<file path="config.mk">
export PLATFORM = sky130hd
export DESIGN_NAME = motion_activity_variance_tracker
export DESIGN_NICKNAME = d
export VERILOG_FILES = /design/src/sv/mavt_pkg.sv /design/src/sv/mavt_div.sv /design/src/sv/motion_activity_variance_tracker.sv
export SDC_FILE = /design/constraint.sdc
export NUM_CORES = 2
export LEC_CHECK = 0
export CORE_MARGIN = 1
export CORE_UTILIZATION = 55
export DETAILED_ROUTE_END_ITERATION = 10
export DONT_BUFFER_PORTS = 1
export PLACE_DENSITY_LB_ADDON = 0.05
export SLEW_MARGIN = 0
export SYNTH_ARGS = -nofsm -noshare
export SYNTH_HDL_FRONTEND = slang
export SYNTH_SLANG_ARGS = --single-unit
</file>
<file path="constraint.sdc">
create_clock -name clk -period 11.9 [get_ports clk]
set_input_delay 2.975 -clock clk [delete_from_list [all_inputs] [get_ports clk]]
set_output_delay 2.975 -clock clk [all_outputs]
set_load 0.05 [all_outputs]
</file>
<file path="src/sv/mavt_pkg.sv">
// shared types, constants and helpers for the motion activity variance tracker
// no dependencies
package mavt_pkg;

  localparam int unsigned QUO_W = 16;

  localparam logic [7:0]  CNT_SAT      = 8'd255;
  localparam logic [15:0] IDLE_STEP    = 16'd15;
  localparam logic [15:0] IDLE_SAT     = 16'hFFFF;
  localparam logic [15:0] VAR_SAT      = 16'hFFFF;
  localparam int unsigned MIN_VAR_FILL = 2;

  localparam logic OP_SAMPLE    = 1'b0;
  localparam logic OP_HOUR_CLR  = 1'b1;

  localparam logic CFG_ACCEL_PRESENT = 1'b0;
  localparam logic CFG_INACT_LIMIT   = 1'b1;

  localparam logic        ACCEL_PRESENT_RST = 1'b1;
  localparam logic [15:0] INACT_LIMIT_RST   = 16'd60;

  // divider steps: one overflow check then QUO_W quotient bits
  localparam logic [4:0] DIV_FIRST_STEP = 5'(QUO_W);

  typedef struct packed {
    logic               op;
    logic               wake_event;
    logic               sleep_flag;
    logic signed [15:0] accel_x;
    logic signed [15:0] accel_y;
    logic signed [15:0] accel_z;
  } in_item_t;

  typedef struct packed {
    logic [15:0] magnitude;
    logic [15:0] variance;
    logic        moving;
    logic [15:0] idle_minutes;
    logic [7:0]  epoch_moves;
    logic [7:0]  hourly_moves;
  } out_item_t;

  typedef struct packed {
    logic             done;
    logic             ovf;
    logic [QUO_W-1:0] quo;
  } div_stat_t;

  // absolute value of a two's complement axis, most negative gives 32768
  function automatic logic [16:0] axis_abs(input logic [15:0] v);
    logic [16:0] r;
    if (v[15]) begin
      r = 17'h10000 - {1'b0, v};
    end else begin
      r = {1'b0, v};
    end
    return r;
  endfunction

endpackage

</file>
<file path="src/sv/mavt_div.sv">
// iterative restoring divider, one quotient bit per cycle, saturation flag
// depends on mavt_pkg
module mavt_div
  import mavt_pkg::*;
#(
  parameter int unsigned DVD_W = 37,
  parameter int unsigned DVS_W = 5
) (
  input  logic             clk,
  input  logic             rst_n,
  input  logic             start,
  input  logic [DVD_W-1:0] dividend,
  input  logic [DVS_W-1:0] divisor,
  output div_stat_t        stat
);

  logic [DVD_W-1:0] rem_r;
  logic [DVD_W-1:0] dsr_r;
  logic [4:0]       step_r;
  logic             run_r;
  logic             done_r;
  logic             ovf_r;
  logic [QUO_W-1:0] quo_r;
  logic             ge;

  // shared compare and subtract
  assign ge = (rem_r >= dsr_r);

  always_ff @(posedge clk) begin
    if (!rst_n) begin
      run_r  <= 1'b0;
      done_r <= 1'b0;
    end else begin
      done_r <= 1'b0;
      if (start) begin
        run_r  <= 1'b1;
        rem_r  <= dividend;
        dsr_r  <= DVD_W'(divisor) << QUO_W;
        step_r <= DIV_FIRST_STEP;
        ovf_r  <= 1'b0;
        quo_r  <= '0;
      end else if (run_r) begin
        dsr_r <= dsr_r >> 1;
        if (step_r == DIV_FIRST_STEP) begin
          // quotient would not fit
          if (ge) begin
            ovf_r  <= 1'b1;
            run_r  <= 1'b0;
            done_r <= 1'b1;
          end
          step_r <= step_r - 5'd1;
        end else begin
          if (ge) begin
            rem_r <= rem_r - dsr_r;
          end
          quo_r <= {quo_r[QUO_W-2:0], ge};
          if (step_r == 5'd0) begin
            run_r  <= 1'b0;
            done_r <= 1'b1;
          end else begin
            step_r <= step_r - 5'd1;
          end
        end
      end
    end
  end

  assign stat.done = done_r;
  assign stat.ovf  = ovf_r;
  assign stat.quo  = quo_r;

endmodule

</file>
<file path="src/sv/motion_activity_variance_tracker.sv">
// flow: an hourly clear, no accelerometer or fewer than two ring entries go from the accepting
// edge straight to the output state; any other sample first runs a sum pass over the ring, the
// mean division, a squared-deviation pass and the variance division
// throughput: one item at a time, in_ready only while idle, so a sample holds the block
// through both ring passes and both divisions on the shared divider, plus any output stall
// reset: synchronous active low, clears counters, ring fill and pointers; ring data unset
module motion_activity_variance_tracker
  import mavt_pkg::*;
#(
  parameter int unsigned RING_DEPTH = 16
) (
  input  logic      clk,
  input  logic      rst_n,
  input  logic      in_valid,
  output logic      in_ready,
  input  in_item_t  in_data,
  output logic      out_valid,
  input  logic      out_ready,
  output out_item_t out_data,
  input  logic      cfg_we,
  input  logic      cfg_index,
  input  logic [15:0] cfg_wdata
);

  localparam int unsigned A_W   = (RING_DEPTH > 1) ? $clog2(RING_DEPTH) : 1;
  localparam int unsigned N_W   = $clog2(RING_DEPTH + 1);
  localparam int unsigned SUM_W = 16 + N_W;
  localparam int unsigned SQ_W  = 32 + N_W;

  localparam logic [2:0] ST_IDLE = 3'd0;
  localparam logic [2:0] ST_SUM  = 3'd1;
  localparam logic [2:0] ST_MEAN = 3'd2;
  localparam logic [2:0] ST_SQ   = 3'd3;
  localparam logic [2:0] ST_VAR  = 3'd4;
  localparam logic [2:0] ST_OUT  = 3'd5;

  logic [2:0]       state_r, state_nxt;
  logic             accel_r;
  logic [15:0]      limit_r;
  logic [A_W-1:0]   wpos_r;
  logic [N_W-1:0]   fill_r, fill_nxt;
  logic [15:0]      idle_r, idle_nxt;
  logic             active_r, active_nxt;
  logic [7:0]       epoch_r, epoch_nxt;
  logic [7:0]       hour_r, hour_nxt;
  logic [15:0]      last_mag_r;
  logic [15:0]      last_var_r;
  logic [15:0]      mean_r;
  logic [N_W-1:0]   idx_r;
  logic             rd_vld_r, d_vld_r, p_vld_r;
  logic [15:0]      mem_q_r;
  logic [15:0]      d_r;
  logic [31:0]      prod_r;
  logic [SUM_W-1:0] sum_r;
  logic [SQ_W-1:0]  sq_r;
  logic             out_valid_r;
  out_item_t        out_data_r;

  logic [15:0] ring_mem [RING_DEPTH];

  logic             in_fire;
  logic             issuing;
  logic [15:0]      mag;
  logic [16:0]      idle_sum;
  logic             div_start;
  logic [SQ_W-1:0]  div_dvd;
  div_stat_t        div_stat;
  logic             out_free;

  assign in_ready = (state_r == ST_IDLE);
  assign in_fire  = in_valid && in_ready;
  assign issuing  = (idx_r < fill_r);
  assign out_free = !out_valid_r || out_ready;

  assign mag = 16'(18'(axis_abs(in_data.accel_x)) + 18'(axis_abs(in_data.accel_y))
                 + 18'(axis_abs(in_data.accel_z)));
  assign idle_sum = {1'b0, idle_r} + {1'b0, IDLE_STEP};

  // flag and counter update for an accepted item (sample or hourly clear)
  always_comb begin
    active_nxt = active_r;
    idle_nxt   = idle_r;
    epoch_nxt  = epoch_r;
    hour_nxt   = hour_r;
    fill_nxt   = fill_r;
    if (in_data.op == OP_HOUR_CLR) begin
      hour_nxt = '0;
    end else if (!accel_r) begin
      active_nxt = 1'b0;
    end else begin
      if (in_data.wake_event) begin
        active_nxt = 1'b1;
        idle_nxt   = '0;
        if (epoch_r != CNT_SAT) epoch_nxt = epoch_r + 8'd1;
        if (hour_r != CNT_SAT)  hour_nxt  = hour_r + 8'd1;
      end else if (in_data.sleep_flag) begin
        idle_nxt = idle_sum[16] ? IDLE_SAT : idle_sum[15:0];
        if (idle_nxt >= limit_r) active_nxt = 1'b0;
      end
      if (fill_r != N_W'(RING_DEPTH)) fill_nxt = fill_r + N_W'(1);
    end
  end

  always_comb begin
    state_nxt = state_r;
    div_start = 1'b0;
    div_dvd   = sq_r;
    case (state_r)
      ST_IDLE: begin
        if (in_fire) begin
          if (in_data.op == OP_SAMPLE && accel_r && fill_nxt >= N_W'(MIN_VAR_FILL)) begin
            state_nxt = ST_SUM;
          end else begin
            state_nxt = ST_OUT;
          end
        end
      end
      ST_SUM: begin
        div_dvd = SQ_W'(sum_r);
        if (!issuing && !rd_vld_r) begin
          div_start = 1'b1;
          state_nxt = ST_MEAN;
        end
      end
      ST_MEAN: begin
        if (div_stat.done) state_nxt = ST_SQ;
      end
      ST_SQ: begin
        if (!issuing && !rd_vld_r && !d_vld_r && !p_vld_r) begin
          div_start = 1'b1;
          state_nxt = ST_VAR;
        end
      end
      ST_VAR: begin
        if (div_stat.done) state_nxt = ST_OUT;
      end
      ST_OUT: begin
        if (out_free) state_nxt = ST_IDLE;
      end
      default: state_nxt = ST_IDLE;
    endcase
  end

  mavt_div #(
    .DVD_W(SQ_W),
    .DVS_W(N_W)
  ) u_div (
    .clk     (clk),
    .rst_n   (rst_n),
    .start   (div_start),
    .dividend(div_dvd),
    .divisor (fill_r),
    .stat    (div_stat)
  );

  // ring memory, registered read
  always_ff @(posedge clk) begin
    if (in_fire && in_data.op == OP_SAMPLE && accel_r) begin
      ring_mem[wpos_r] <= mag;
    end
    mem_q_r <= ring_mem[idx_r[A_W-1:0]];
  end

  always_ff @(posedge clk) begin
    if (!rst_n) begin
      state_r     <= ST_IDLE;
      accel_r     <= ACCEL_PRESENT_RST;
      limit_r     <= INACT_LIMIT_RST;
      wpos_r      <= '0;
      fill_r      <= '0;
      idle_r      <= '0;
      active_r    <= 1'b0;
      epoch_r     <= '0;
      hour_r      <= '0;
      last_mag_r  <= '0;
      last_var_r  <= '0;
      idx_r       <= '0;
      rd_vld_r    <= 1'b0;
      d_vld_r     <= 1'b0;
      p_vld_r     <= 1'b0;
      out_valid_r <= 1'b0;
    end else begin
      state_r <= state_nxt;

      if (cfg_we) begin
        case (cfg_index)
          CFG_ACCEL_PRESENT: accel_r <= cfg_wdata[0];
          CFG_INACT_LIMIT:   limit_r <= cfg_wdata;
          default: ;
        endcase
      end

      if (in_fire) begin
        active_r <= active_nxt;
        idle_r   <= idle_nxt;
        epoch_r  <= epoch_nxt;
        hour_r   <= hour_nxt;
        fill_r   <= fill_nxt;
        idx_r    <= '0;
        sum_r    <= '0;
        sq_r     <= '0;
        if (in_data.op == OP_SAMPLE) begin
          if (!accel_r) begin
            last_mag_r <= '0;
            last_var_r <= '0;
          end else begin
            last_mag_r <= mag;
            last_var_r <= '0;
            wpos_r <= (wpos_r == A_W'(RING_DEPTH - 1)) ? '0 : wpos_r + A_W'(1);
          end
        end
      end

      // ring pass pipeline: read, deviation, square, accumulate (sum pass: read, accumulate)
      rd_vld_r <= (state_r == ST_SUM || state_r == ST_SQ) && issuing;
      if ((state_r == ST_SUM || state_r == ST_SQ) && issuing) begin
        idx_r <= idx_r + N_W'(1);
      end
      if (state_r == ST_SUM && rd_vld_r) begin
        sum_r <= sum_r + SUM_W'(mem_q_r);
      end
      if (state_r == ST_MEAN && div_stat.done) begin
        mean_r <= div_stat.quo;
        idx_r  <= '0;
      end
      d_vld_r <= (state_r == ST_SQ) && rd_vld_r;
      d_r     <= (mem_q_r >= mean_r) ? (mem_q_r - mean_r) : (mean_r - mem_q_r);
      p_vld_r <= d_vld_r;
      prod_r  <= d_r * d_r;
      if (p_vld_r) begin
        sq_r <= sq_r + SQ_W'(prod_r);
      end
      if (state_r == ST_VAR && div_stat.done) begin
        last_var_r <= div_stat.ovf ? VAR_SAT : div_stat.quo;
      end

      // output register, one result per item
      if (state_r == ST_OUT && out_free) begin
        out_valid_r <= 1'b1;
      end else if (out_ready) begin
        out_valid_r <= 1'b0;
      end
    end
  end

  always_ff @(posedge clk) begin
    if (state_r == ST_OUT && out_free) begin
      out_data_r.magnitude     <= accel_r ? last_mag_r : '0;
      out_data_r.variance      <= accel_r ? last_var_r : '0;
      out_data_r.moving        <= accel_r ? active_r : 1'b0;
      out_data_r.idle_minutes  <= idle_r;
      out_data_r.epoch_moves   <= epoch_r;
      out_data_r.hourly_moves  <= hour_r;
    end
  end

  assign out_valid = out_valid_r;
  assign out_data  = out_data_r;

`ifndef SYNTH
  a_fill_bound: assert property (@(posedge clk) disable iff (!rst_n)
    fill_r <= N_W'(RING_DEPTH))
    else $error("ring fill count above depth");

  a_var_short: assert property (@(posedge clk) disable iff (!rst_n)
    (fill_r < N_W'(MIN_VAR_FILL)) |-> (last_var_r == '0))
    else $error("variance nonzero with fewer than two samples");

  a_clear_fast: assert property (@(posedge clk) disable iff (!rst_n)
    (in_fire && in_data.op == OP_HOUR_CLR) |=> (state_r == ST_OUT && hour_r == '0))
    else $error("hourly clear did not go straight to output");

  a_out_src: assert property (@(posedge clk) disable iff (!rst_n)
    $rose(out_valid_r) |-> ($past(state_r) == ST_OUT))
    else $error("result shown outside output state");
`endif

endmodule

</file>
=== After elaboration in Yosys (flattened, before gate mapping) ===
Memories as Yosys holds them, arrays and structs flattened. A register that Yosys moved wholly into a read port is not among the register bits.
Index checks and enable logic that the tools add are counted.

* Memories: 1
* Input port bits: 73
* Output and inout bits: 67
* Flip-flop bits (word level): 387
* Word-level logic and storage cells: 207
* RAM bits: 256

* Add/sub/neg operators: 17
* $mul: 1
* Mux-type cells: 68
* $lt $le $gt $ge: 5
* Reduce and logical (&&, ||, !) cells: 55
* Bitwise logic cells: 4
* Eq/ne operators: 21

{| class="wikitable"
|+ Memories
! memory !! depth !! width !! read ports !! clocked after Yosys merged registers in !! write ports !! RTL line !! source
|-
| ring_mem || 16 || 16 || 1 || 1 || 1 || motion_activity_variance_tracker.sv:59 || <nowiki>logic [15:0] ring_mem [RING_DEPTH];</nowiki>
|}

{| class="wikitable"
|+ Operator list
! cell !! number
|-
| two-way mux 37 bit || 7
|-
| two-way mux 16 bit || 14
|-
| two-way mux 21 bit || 3
|-
| subtractor 1 x 16 -> 16 bit (first input constant) || 3
|-
| two-way mux 5 bit || 8
|-
| adder 37 x 32 -> 37 bit || 1
|-
| greater-or-equal comparator 37 x 36 -> 1 bit || 1
|-
| subtractor 37 x 36 -> 37 bit || 1
|-
| two-way mux 36 bit || 1
|-
| adder 16 bit || 2
|-
| greater-or-equal comparator 16 bit || 2
|-
| multiplier 16 x 16 -> 32 bit || 1
|-
| two-way mux 8 bit || 4
|-
| subtractor 16 bit || 2
|-
| nonzero test 2 bit || 12
|-
| adder 21 x 16 -> 21 bit || 1
|-
| two-way mux 1 bit || 21
|-
| two-way mux 3 bit || 7
|-
| AND reduction 4 bit || 5
|-
| case mux 3 bit (6 select lines) || 1
|-
| adder 16 x 4 -> 17 bit (second input constant) || 1
|-
| adder 8 x 1 -> 8 bit (second input constant) || 2
|-
| inequality test 8 bit (second input constant) || 2
|-
| AND reduction 2 bit || 8
|-
| 28 further kinds || 61
|}

=== Logic depth before layout (Yosys ltp) ===
* Word-level depth: 9
* Mapped depth: 25
* Depth with buffers taken out: 23

=== Cells and area by module ===
A second synthesis with hierarchy kept.

* Cells, all modules: 3609
* Area, all modules: 39784.4 um2

{| class="wikitable"
|+ Modules (own cells, without submodules)
! module !! sequential area each (um2) !! instances !! area an instance (um2) !! cells each
|-
| motion_activity_variance_tracker || 15655.0 || 1 || 34957.3 || 3141
|-
| mavt_div || 2442.3 || 1 || 4827.1 || 468
|}

=== Worst setup path before layout ===
OpenSTA, ideal clock, no wires.

* Kind: input-to-reg
* Start point: in rst_n
* End point: reg u_div.rem_r[0], enable pin
* Stages: 4
* Data required time: 11.412 ns
* Arrival time: 7.059 ns
* Setup slack: 4.353 ns
* Cells stage by stage: clkbuf_1 clkinv_1 a21oi_1 a21boi_0

* Longest elaborated chain between the ends: 1

{| class="wikitable"
|+ Ends and longest elaborated chain
! what !! RTL line !! source
|-
| start, declared || motion_activity_variance_tracker.sv:13 || <nowiki>input logic rst_n,</nowiki>
|-
| AND reduction 4 bit (no source line) || -- ||
|-
| end signal, assigned || mavt_div.sv:37 || <nowiki>rem_r <= dividend;</nowiki>
|-
| end signal, assigned || mavt_div.sv:54 || <nowiki>rem_r <= rem_r - dsr_r;</nowiki>
|-
| end, declared || mavt_div.sv:17 || <nowiki>logic [DVD_W-1:0] rem_r;</nowiki>
|}

No other way between the ends.
A chain may end at the register's enable or synchronous reset.

=== Final worst setup path ===
* Start point: reg d_r[4]
* End point: reg prod_r[31] (data pin)

* Longest elaborated chain between the ends: 1

{| class="wikitable"
|+ Ends and longest elaborated chain
! what !! RTL line !! source
|-
| start, declared || motion_activity_variance_tracker.sv:52 || <nowiki>logic [15:0] d_r;</nowiki>
|-
| start signal, assigned || motion_activity_variance_tracker.sv:227 || <nowiki>d_r <= (mem_q_r >= mean_r) ? (mem_q_r - mean_r) : (mean_r - mem_q_r);</nowiki>
|-
| multiplier 16 x 16 -> 32 bit || motion_activity_variance_tracker.sv:229 || <nowiki>prod_r <= d_r * d_r;</nowiki>
|-
| end signal, assigned || motion_activity_variance_tracker.sv:229 ||
|-
| end, declared || motion_activity_variance_tracker.sv:53 || <nowiki>logic [31:0] prod_r;</nowiki>
|}

No other way between the ends.

==> impl_metrics.toml <==
[status]
status = "completed"

[placed_design]
dp_hpwl_mm = 68.3
pre_cts_ws_ps = 4580
place.gp.congestion = 0.893
portBuffers = 0
place_area_um2 = 40700

[logic_synthesis]
synthFlopType = "edfxtp_1"
synthesis.nets = 4016
yosysMostFrequentCell = "edfxtp_1"
synth_area_leaders = "edfxtp_1 (40%), fa_1 (9.3%), ha_1 (7.8%)"
syn-instance-count = 3512
syn_area_um2 = 39500
synth_cell_types = 89
synthTopCellsByCount = "edfxtp_1 (522), inv_1 (400), nand2_1 (265)"
synth_edf_count = 522
async_reset_ff_share_pct = 0
synth_top_area_share_pct = 39.7
ys_seq_elements = 643
synth_top_area_cell = "edfxtp_1"
yosys_warnings = 0
avgSynthCellArea_um2 = 11.3
ys_seq_area_share_pct = 45.8

[sta]
fmax_mhz = 144
setup_viol = 0
final_hold_viol_count = 0
worstMarginPinSlew_ps = 1330
layout_min_cycle_time_ps = 6950
skew_ps = 59.9
setup_slack_ps = 4950
finalCritPeriodShare_pct = 58.4
slew_headroom_pct = 10.9
drv_slew = 0
setup-tns-final_ps = 0
rsz0062_at_grt = "no"

[drt]
dr_wl_met2_mm = 48.1
routedLengthMet1_mm = 39.1
wl_met3_mm = 4.28
dr.pass1.iters = 5
top_layer_used = "met4"
ant_nets = 0
drt_iter0_drc = 1681
vias_per_cell = 5.87
drcViolationCount = 0
route.final.wire_length_mm = 94.6
wire_per_inst_um = 21.0
num_vias = 26400

[critical_path]
critPathArrivalTime_ps = 7290
cpMaxStageDelayCell = "edfxtp_1"
crit_fanout = 18
crit_chain = "nand2_1 > inv_1 > fa_1 > fa_1 > fa_1 > fa_1 > fa_1 > inv_1 > fa_1 > inv_1 > ha_1 > a21oi_1 > a21boi_1 > o311a_1 > a21oi_1 > a31oi_1 > a221o_1 > a311oi_1 > xnor2_1"
critPathMostFrequentCell = "fa_1"
cp.depth = 19
max_stage_delay_ps = 860
path_delay_family = "adder cells"
critical_path_buf_inv_count = 3
worstSetupPathType = "reg2reg"
cp-start-kind = "register"
rr_worst_depth = 19
crit_required_ps = 12240
end_kind = "register"

[grt]
grt_use_total_pct = 26.4
grt_pass1_vias = 27400
grt_pass1_wl_mm = 150
antenna_found_initial = 1
grt-ovfl-total = 0
grt_max_degree = 75

[layout]
antenna_cells = 0
drive_above_1_share_pct = 7.97
fin_nets = 4011
ff_latch_area_um2 = 18100
fin_util_pct = 61.2
area_growth_pct = 9.17
multiInputGateArea_um2 = 19500
nFillCells = 5639
fin_area_um2 = 43200

[die]
fp.dieH_um = 270
dieArea_um2 = 72900
ios = 140
die_x_um = 270
coreArea_um2 = 70500
initial_core_util_pct = 56.1
num_rows = 97

[cts]
cts_tree = "built"
worst_skew_pair.late_latency_ps = 650
root_buffer = "clkbuf_16"
numCtsBuffers = 71
cts.sink_count = 643
hold_buffers = 0
clk_pin_slew_worst_paths_ps = 60
htree_num_levels = 3
cts_setup_buffers = 0
cts_resized = 0
cts_max_path_buffers = 3

[min_path]
hp-class = "reg2reg"
hold_depth = 2

[job]
drv_cap = 0
-- through the flow --
stage | hold slack, ps | std cells
after floorplan | 406 | 3512
after global placement | 440 | 4374
after detailed placement | 446 | 4374
after CTS | 457 | 4505
after global routing | 469 | 4505
final | 458 | 4505
-- sequential cells by signal (all words and copies together), names as in the netlist, 8 cells and up --
name / flops
ring_mem: 256
out_data: 65
sq_r: 37
u_div.rem_r: 37
prod_r: 31
sum_r: 21
u_div.dsr_r: 21
d_r: 16
idle_r: 16
last_mag_r: 16
last_var_r: 16
limit_r: 16
mean_r: 16
mem_q_r: 16
u_div.quo_r: 16
epoch_r: 8
hour_r: 8
-- cell type report --
type | instances | share of cell area (%)
clock buffer | 95 | 4.56
clock inverter | 36 | 1.15
inverter | 402 | 3.50
multi-input combinational | 2341 | 45.3
sequential | 643 | 42.0
tap | 940 | 2.73
timing repair buffer | 48 | 0.835
-- worst min-delay path: stages (launching register included) --
cell and delay, ps:
dfxtp_1 310, nand2_1 50, a21oi_1 50
-- cells in the final DEF, fill, tap and decap left out, types with 25 or more instances in the layout --
master     instances
nor2_1           218
o21a_1            25
nand3_1           53
or3_1             28
ha_1             247
o21ai_0          130
mux2i_1           30
edfxtp_1         522
a21o_1            60
buf_4             48
nand2_1          265
xnor2_1           86
nand4_1           26
xor2_1            98
o31ai_1           31
nand2b_1          40
mux4_2            80
a21oi_1          180
dfxtp_1          119
nor2b_1           39
inv_1            400
fa_1             184
and2_1           115
a211oi_1          32
clkbuf_16         71
nor3_1            81
-- routing by layer --
metal / up-vias / global-route usage [%]
li1: 12500 / -
met3: 172 / 3.93
met4: 0 / 9.72
met1: 13100 / 32.4
met2: 732 / 46.9
met5: - / 0
-- path summary, 6_finish.rpt --
path                                                 start                    endpoint  slack (ps)
worst max register to register            d_r[4]$_DFFE_PP_        prod_r[31]$_DFFE_PP_        4950
worst min-delay path            last_mag_r[1]$_SDFFE_PN0P_  last_mag_r[1]$_SDFFE_PN0P_         460
worst max-delay path                      d_r[4]$_DFFE_PP_        prod_r[31]$_DFFE_PP_        4950
worst min register to register  last_mag_r[1]$_SDFFE_PN0P_  last_mag_r[1]$_SDFFE_PN0P_         460
-- kinds of logic after synthesis --
group | after synthesis | share of synthesized area [%]
AOI/OAI and AO/OA | 645 | 10.4
xor gates and xnor gates | 186 | 4.12
adders and majority gates | 431 | 17.1
buffers and inverters | 528 | 5.03
DFF | 643 | 45.8
muxes | 114 | 5.43
and+or+nand+nor | 965 | 12.1
Power is not shown: default switching activity piles up to over one toggle a cycle in this logic, so the estimate is an artifact.
